## src/hw/rtl/sts_pkg.sv

```systemverilog
// ----------------------------------------------------------------------------
// sts_pkg: shared definitions for the sine series block
// Widths, the term cap, the divider cell record and the divisor function.
// ----------------------------------------------------------------------------
package sts_pkg;

  localparam int MAX_TERMS = 16;
  localparam int CNT_W     = $clog2(MAX_TERMS + 1);

  localparam int DEN_W     = 13;   // (2k+2)(2k+3) for k up to 31
  localparam int DVD_W     = 56;   // 52-bit product slice padded to whole cells
  localparam int CELL_BITS = 8;
  localparam int N_CELLS   = DVD_W / CELL_BITS;

  // one word travelling down the divider chain
  typedef struct packed {
    logic             vld;
    logic [DEN_W-1:0] rem;
    logic [DVD_W-1:0] acc;   // dividend in, quotient out
    logic [DEN_W-1:0] den;
  } sts_div_t;

  function automatic logic [DEN_W-1:0] den_of(input logic [4:0] k);
    logic [6:0] a;
    logic [6:0] b;
    a = {1'b0, k, 1'b0} + 7'd2;
    b = a + 7'd1;
    return DEN_W'(14'(a) * 14'(b));
  endfunction

endpackage

```

## src/hw/rtl/sts_div_cell.sv

```systemverilog
// ----------------------------------------------------------------------------
// sts_div_cell: one cell of the divider chain
// Retires CELL_BITS restoring quotient bits per cycle and passes the word on.
// ----------------------------------------------------------------------------
module sts_div_cell (
  input  logic              clk,
  input  logic              rst_n,
  input  sts_pkg::sts_div_t d_in,
  output sts_pkg::sts_div_t d_out
);
  import sts_pkg::*;

  sts_div_t   stp;
  sts_div_t   d_out_r;
  logic [DEN_W:0] r_wide;

  always_comb begin
    stp    = d_in;
    r_wide = '0;
    for (int i = 0; i < CELL_BITS; i++) begin
      r_wide  = {stp.rem, stp.acc[DVD_W-1]};
      stp.acc = {stp.acc[DVD_W-2:0], 1'b0};
      if (r_wide >= {1'b0, stp.den}) begin
        r_wide     = r_wide - {1'b0, stp.den};
        stp.acc[0] = 1'b1;
      end
      stp.rem = r_wide[DEN_W-1:0];
    end
  end

  // only the valid bit is reset; the data fields follow it unconditionally
  always_ff @(posedge clk) begin
    if (!rst_n) begin
      d_out_r.vld <= 1'b0;
    end else begin
      d_out_r.vld <= d_in.vld;
    end
    d_out_r.rem <= stp.rem;
    d_out_r.acc <= stp.acc;
    d_out_r.den <= stp.den;
  end

  assign d_out = d_out_r;

endmodule

```

## src/hw/rtl/sts_div_chain.sv

```systemverilog
// ----------------------------------------------------------------------------
// sts_div_chain: row of divider cells
// Unsigned DVD_W-bit by DEN_W-bit division through a row of registered cells.
// ----------------------------------------------------------------------------
module sts_div_chain (
  input  logic              clk,
  input  logic              rst_n,
  input  sts_pkg::sts_div_t d_in,
  output sts_pkg::sts_div_t d_out
);
  import sts_pkg::*;

  sts_div_t link [N_CELLS+1];

  assign link[0] = d_in;

  for (genvar g = 0; g < N_CELLS; g++) begin : g_cell
    sts_div_cell u_cell (
      .clk   (clk),
      .rst_n (rst_n),
      .d_in  (link[g]),
      .d_out (link[g+1])
    );
  end

  assign d_out = link[N_CELLS];

endmodule

```

## config.mk

```make
export PLATFORM = sky130hd
export DESIGN_NAME = sts_div_chain
export DESIGN_NICKNAME = d
export VERILOG_FILES = /design/src/hw/rtl/sts_pkg.sv /design/src/hw/rtl/sts_div_cell.sv /design/src/hw/rtl/sts_div_chain.sv
export SDC_FILE = /design/constraint.sdc
export NUM_CORES = 2
export LEC_CHECK = 0
export BUFFER_PORTS_ARGS = -buffer_cell sky130_fd_sc_hd__buf_2
export CORE_ASPECT_RATIO = 1.1
export CORE_UTILIZATION = 38
export CTS_CLUSTER_SIZE = 14
export DETAILED_ROUTE_END_ITERATION = 8
export PLACE_DENSITY_LB_ADDON = 0.05
export SYNTH_ARGS = -nofsm -noshare
export SYNTH_HDL_FRONTEND = slang
export SYNTH_SLANG_ARGS = --single-unit
```

## constraint.sdc

```tcl
create_clock -name clk -period 25 [get_ports clk]
set_input_delay 2.5 -clock clk [delete_from_list [all_inputs] [get_ports clk]]
set_output_delay 2.5 -clock clk [all_outputs]
set_load 0.05 [all_outputs]
```

## Word level (Yosys, flattened, before mapping)

Index checks and enable logic that the tools add are counted.

- Word-level logic and storage cells: 252
- Flip-flop bits (word level): 581

- $add $sub $neg: 56
- Magnitude comparators: 56
- Multiplexer cells: 112

Operators by type and width:

| kind | number |
|---|---|
| $ge A14 B13 Y1 | 56 |
| $mux W13 | 56 |
| $sub A13 B13 Y13 | 56 |
| $mux W1 | 56 |

## Depth between registers and ports, before layout

- Depth in word-level cells: 16
- Mapped depth: 115
- Mapped depth without buffers: 107

## Cells and area by module

Synthesis repeated with hierarchy kept, for this count alone.

- Cells, all modules: 6752
- Area total of the unflattened synthesis: 57254.9 um^2

Modules (own cells, without submodules):

| module | area each (um^2) | sequential area each (um^2) | cells an instance | instances |
|---|---|---|---|---|
| sts_div_cell at g_cell[2].u_cell ... | 8310.5 | 1661.6 | 974 | 3 |
| sts_div_cell at g_cell[0].u_cell ... | 8045.2 | 1661.6 | 971 | 2 |
| sts_div_cell at g_cell[1].u_cell | 8304.2 | 1661.6 | 976 | 1 |
| sts_div_cell at g_cell[6].u_cell | 7928.9 | 1661.6 | 912 | 1 |

## Least setup slack after synthesis

OpenSTA, ideal clock, no wires.

- Path type: input -> register
- From: input d_in[7] in the netlist's numbering
- To: register g_cell[0].u_cell.d_out_r, in the netlist g_cell[0].u_cell.d_out[72]
- Setup time: 0.087 ns
- Cell stages on the path: 101
- Path slack: 2.675 ns
- Arrival: 22.238 ns
- Required time: 24.913 ns
- Cells stage by stage: inv_1 ha_1 a21o_1 a211o_1 a311oi_1 o21ai_1 buf_2 buf_1 o21ai_0 fa_1 nor2b_1 o21ai_1 a21oi_1 o21ai_1 a21boi_0 o311a_1 nor4_4 inv_2 (+65 left out) o21ai_0 fa_1 nand2_1 nand2_1 a21oi_1 o21bai_1 a21oi_1 o21bai_1 a21oi_1 o21bai_1 a21oi_1 o21bai_1 a211o_1 a21oi_1 o2111ai_1 buf_2 o22a_1 o31ai_1

- Cells in the longest elaborated chain, start to end: 16

RTL lines:

| element | line | RTL |
|---|---|---|
| start, declared | sts_div_chain.sv:8 | `input sts_pkg::sts_div_t d_in,` |
| $sub A13 B13 Y13 / $ge A14 B13 Y1 (equally long branches) | sts_div_cell.sv:24, sts_div_cell.sv:23 |  |
| $mux W13 | sts_div_cell.sv:23 | `if (r_wide >= {1'b0, stp.den}) begin` |
| $sub A13 B13 Y13 / $ge A14 B13 Y1 (equally long branches) | sts_div_cell.sv:24, sts_div_cell.sv:23 |  |
| $mux W13 | sts_div_cell.sv:23 |  |
| $sub A13 B13 Y13 / $ge A14 B13 Y1 (equally long branches) | sts_div_cell.sv:24, sts_div_cell.sv:23 |  |
| $mux W13 | sts_div_cell.sv:23 |  |
| $sub A13 B13 Y13 / $ge A14 B13 Y1 (equally long branches) | sts_div_cell.sv:24, sts_div_cell.sv:23 |  |
| $mux W13 | sts_div_cell.sv:23 |  |
| $sub A13 B13 Y13 / $ge A14 B13 Y1 (equally long branches) | sts_div_cell.sv:24, sts_div_cell.sv:23 |  |
| $mux W13 | sts_div_cell.sv:23 |  |
| $sub A13 B13 Y13 / $ge A14 B13 Y1 (equally long branches) | sts_div_cell.sv:24, sts_div_cell.sv:23 |  |
| $mux W13 | sts_div_cell.sv:23 |  |
| $ge A14 B13 Y1 / $sub A13 B13 Y13 (equally long branches) | sts_div_cell.sv:23, sts_div_cell.sv:24 |  |
| $mux W13 | sts_div_cell.sv:23 |  |
| $sub A13 B13 Y13 / $ge A14 B13 Y1 (equally long branches) | sts_div_cell.sv:24, sts_div_cell.sv:23 |  |
| $mux W13 (*) | sts_div_cell.sv:23 |  |
| named net g_cell[0].u_cell.r_wide[3] | sts_div_cell.sv:15 | `logic [DEN_W:0] r_wide;` |
| end, declared | sts_div_cell.sv:14 | `sts_div_t d_out_r;` |

Mark *: on every way through the listed nets, which the timed path passes. The rest lies on a longest branch.
A chain may end at the register's enable or synchronous reset.

## Final worst setup path

- From: register g_cell[4].u_cell.d_out_r, in the netlist g_cell[4].u_cell.d_out[10]
- To: register g_cell[5].u_cell.d_out_r, in the netlist g_cell[5].u_cell.d_out[71]

- Cells in the longest elaborated chain, start to end: 16

RTL lines:

| element | line |
|---|---|
| start, declared | sts_div_cell.sv:14 |
| $sub A13 B13 Y13 / $ge A14 B13 Y1 (equally long branches) | sts_div_cell.sv:24, sts_div_cell.sv:23 |
| $mux W13 | sts_div_cell.sv:23 |
| $sub A13 B13 Y13 / $ge A14 B13 Y1 (equally long branches) | sts_div_cell.sv:24, sts_div_cell.sv:23 |
| $mux W13 | sts_div_cell.sv:23 |
| $sub A13 B13 Y13 / $ge A14 B13 Y1 (equally long branches) | sts_div_cell.sv:24, sts_div_cell.sv:23 |
| $mux W13 | sts_div_cell.sv:23 |
| $ge A14 B13 Y1 / $sub A13 B13 Y13 (equally long branches) | sts_div_cell.sv:23, sts_div_cell.sv:24 |
| $mux W13 | sts_div_cell.sv:23 |
| $sub A13 B13 Y13 / $ge A14 B13 Y1 (equally long branches) | sts_div_cell.sv:24, sts_div_cell.sv:23 |
| $mux W13 | sts_div_cell.sv:23 |
| $sub A13 B13 Y13 / $ge A14 B13 Y1 (equally long branches) | sts_div_cell.sv:24, sts_div_cell.sv:23 |
| $mux W13 | sts_div_cell.sv:23 |
| $ge A14 B13 Y1 / $sub A13 B13 Y13 (equally long branches) | sts_div_cell.sv:23, sts_div_cell.sv:24 |
| $mux W13 | sts_div_cell.sv:23 |
| $sub A13 B13 Y13 / $ge A14 B13 Y1 (equally long branches) | sts_div_cell.sv:24, sts_div_cell.sv:23 |
| $mux W13 (*) | sts_div_cell.sv:23 |
| named net g_cell[5].u_cell.r_wide[2] | sts_div_cell.sv:15 |
| end, declared | sts_div_cell.sv:14 |

Marked as above.

==> results.tsv <==
metric	value	unit
core box area	139000	um2
First DRT Iteration DRCs	2493	
Most common cell on crit path	o21ai_0	
hold_ws	0.307	ns
Syn Nets	7222	
status	complete, no violations	
global placement routability congestion	0.875	
Main synth FF type	dfxtp_1	
clock buffer depth	3	
DR WL/cell	18.7	um
routed vias	46200	
GR Overflow Total	0	
Post-Synth Adder-Cell Area	0.192	
number of global-route vias before repair	45200	
worst hold path type	flop to flop	
critical path endpoint category	flop	
Post-Route Skew	0.0272	ns
clk slew on worst S/H paths	0.07	ns
Sum Neg Setup Slack	0	ns
pins over their slew limit	0	
die area	142000	um2
Synth Area in Compound Gates	0.222	
final worst slack	1.62	ns
Post-Synth Simple-Gate Area	0.162	
ANT nets after route	0	
Fillers	14000	
Fin. Hold Viols	0	
largest family of logic cells by synthesized area	compound AO/OA/AOI/OAI gates	
number of flip-flops in the largest register	581	
maximum fanout along the worst path	13	
post-synthesis xor/xnor area fraction	0.0796	
RSZ-0062 raised after global routing	no	
Final Setup Violations	0	
Port-buffer cells	167	
H-tree levels	3	
first-pass GRT wire length	250	mm
post-synthesis mux area share	0.0823	
P&R area growth vs syn	11.4	%
Post-Synthesis Mean Instance Area	8.38	um2
Initial Utilization	0.384	
Worst Path Required	25.61	ns
initial antenna violation count	3	
Worst setup SP type	flop	
kind of critical path	flop to flop	
CTS Sinks	581	
Die Ht	395	um
Unique masters post-synth	131	
number of cell rows	143	
Synth Cell Area	53300	um2
slew margin rel.	0.295	
Worst Max-Slew Pin Slew	1.05	ns
CTS tree	built	
Tmin final	23.38	ns
Worst path max stage delay	0.54	ns
Max Cap Viol	0	
total iterations of the first detailed-routing run	6	
Total GRT Usage	0.220	
HPWL Detailed	129	mm
drc violations	0	
final period utilization	0.935	
Place WS	0.329	ns
Synth Instances	6353	
Worst-Skew Late Latency	0.67	ns
CP max stage cell	or3b_2	
die width	359	um
Hold Path Stages	0	
overall routed net length	159	mm
Ys Warns	0	
Yosys reg bits	581	
post-DR vias/cell	5.44	
number of enable flip-flop cells after synthesis	0	
Top Ports	168	
Critical Path AT	24.00	ns
largest net degree at the start of global routing	25	
sequential area share after synthesis	0.218	
Nets	7506	
cts bufs inserted	70	
Max Fclk	0.0428	GHz
asr flop ratio synth	0	
Reg2Reg Depth	100	
share of layout cells above drive strength 1	0.126	
Root Buffer	clkbuf_16	
n_diodes	0	
## placed cells by master (no fill, tap or decap), types with 129 or more instances in the layout
cell and count:
dfxtp_1 579, a21oi_1 499, a21o_1 200, nor2_1 430
ha_1 728, nand2_1 400, inv_1 463, o21ai_0 404
xnor2_1 299, nor2b_1 129, xor2_1 185, nor3_1 150
buf_4 147, mux2_2 257, buf_2 165
## kinds of logic (layout without fill, tap and decap cells)
group                      after synthesis  in the layout
AOI/OAI and AO/OA                     1805           1805
muxes                                  398            398
xor gates and xnor gates               484            484
adders and majority gates              784            784
and+or+nand+nor                       1713           1713
DFF                                    581            581
buffers and inverters                  588            924
## worst max-delay path: cells and delay by family, from the launching register on
kind | cells | cell delay, ns
compound gates | 58 | 12.95
fa+ha+maj | 8 | 2.74
buf+inv | 10 | 1.94
flops | 1 | 0.39
mux | 5 | 1.81
simple gates | 19 | 3.47
## per-stage QoR
| stage | cell area, um2 | util | cells |
|---|---|---|---|
| after floorplan | 53300 | - | 6353 |
| after global placement | 56900 | 0.410 | 8367 |
| after detailed placement | 56900 | 0.410 | 8367 |
| after CTS | 59200 | 0.427 | 8491 |
| after global routing | 59400 | 0.428 | 8501 |
| final | 59400 | 0.428 | 8501 |
## final timing paths
path                                                    to  slack [ns]                        from
worst min register to register  g_cell[2].u_cell.d_out[44]        0.31  g_cell[1].u_cell.d_out[36]
worst max register to register  g_cell[5].u_cell.d_out[71]        1.62  g_cell[4].u_cell.d_out[10]
worst min-delay path            g_cell[2].u_cell.d_out[44]        0.31  g_cell[1].u_cell.d_out[36]
worst max-delay path            g_cell[5].u_cell.d_out[71]        1.62  g_cell[4].u_cell.d_out[10]
## cells in the mapped netlist, types with 37 or more instances
cell,number,area share
a211oi_1,42,0.0059
a21boi_0,61,0.0086
a21o_1,200,0.028
a21oi_1,502,0.047
and2_1,41,0.0048
clkbuf_1,41,0.0029
dfxtp_1,581,0.22
fa_1,56,0.021
ha_1,728,0.17
inv_1,465,0.033
mux2_2,258,0.055
mux2i_1,123,0.023
nand2_1,403,0.028
nand2b_1,120,0.014
nand3_1,94,0.0088
nand4_1,121,0.014
nor2_1,430,0.030
nor2b_1,129,0.015
nor3_1,150,0.014
o211ai_1,37,0.0052
o21a_1,96,0.014
o21ai_0,409,0.038
o21bai_1,52,0.0073
o31ai_1,49,0.0069
xnor2_1,299,0.049
xor2_1,185,0.030
## routing by layer
layer	GRT usage	vias to the layer above	routed length [um]
met5	0	-	0
met1	0.279	21600	73100
met4	0.0697	0	4470
li1	-	23700	-
met2	0.389	722	77000
met3	0.0217	209	4900
## repair_timing
| item | CTS | global route |
|---|---|---|
| endpoints found under the setup margin | 0 | 55 |
| buffers inserted | 0 | 10 |
| resized for setup | 0 | 23 |
| hold buffers | 0 | 0 |
## area by class of cell
| cell class | count | area [um2] | share of cell area |
|---|---|---|---|
| multi-input cells | 5184 | 39300 | 0.663 |
| flip-flops and latches | 581 | 11600 | 0.196 |
| well taps | 1812 | 2270 | 0.0382 |
| clock buffers | 90 | 1960 | 0.0330 |
| repair buffers | 314 | 1940 | 0.0328 |
| inverters | 486 | 1840 | 0.0309 |
| clock inverters | 34 | 377 | 0.00635 |
Power is left out: the tool's default activity adds up to more than one toggle a clock period on the data nets, which glitch-free logic cannot reach.
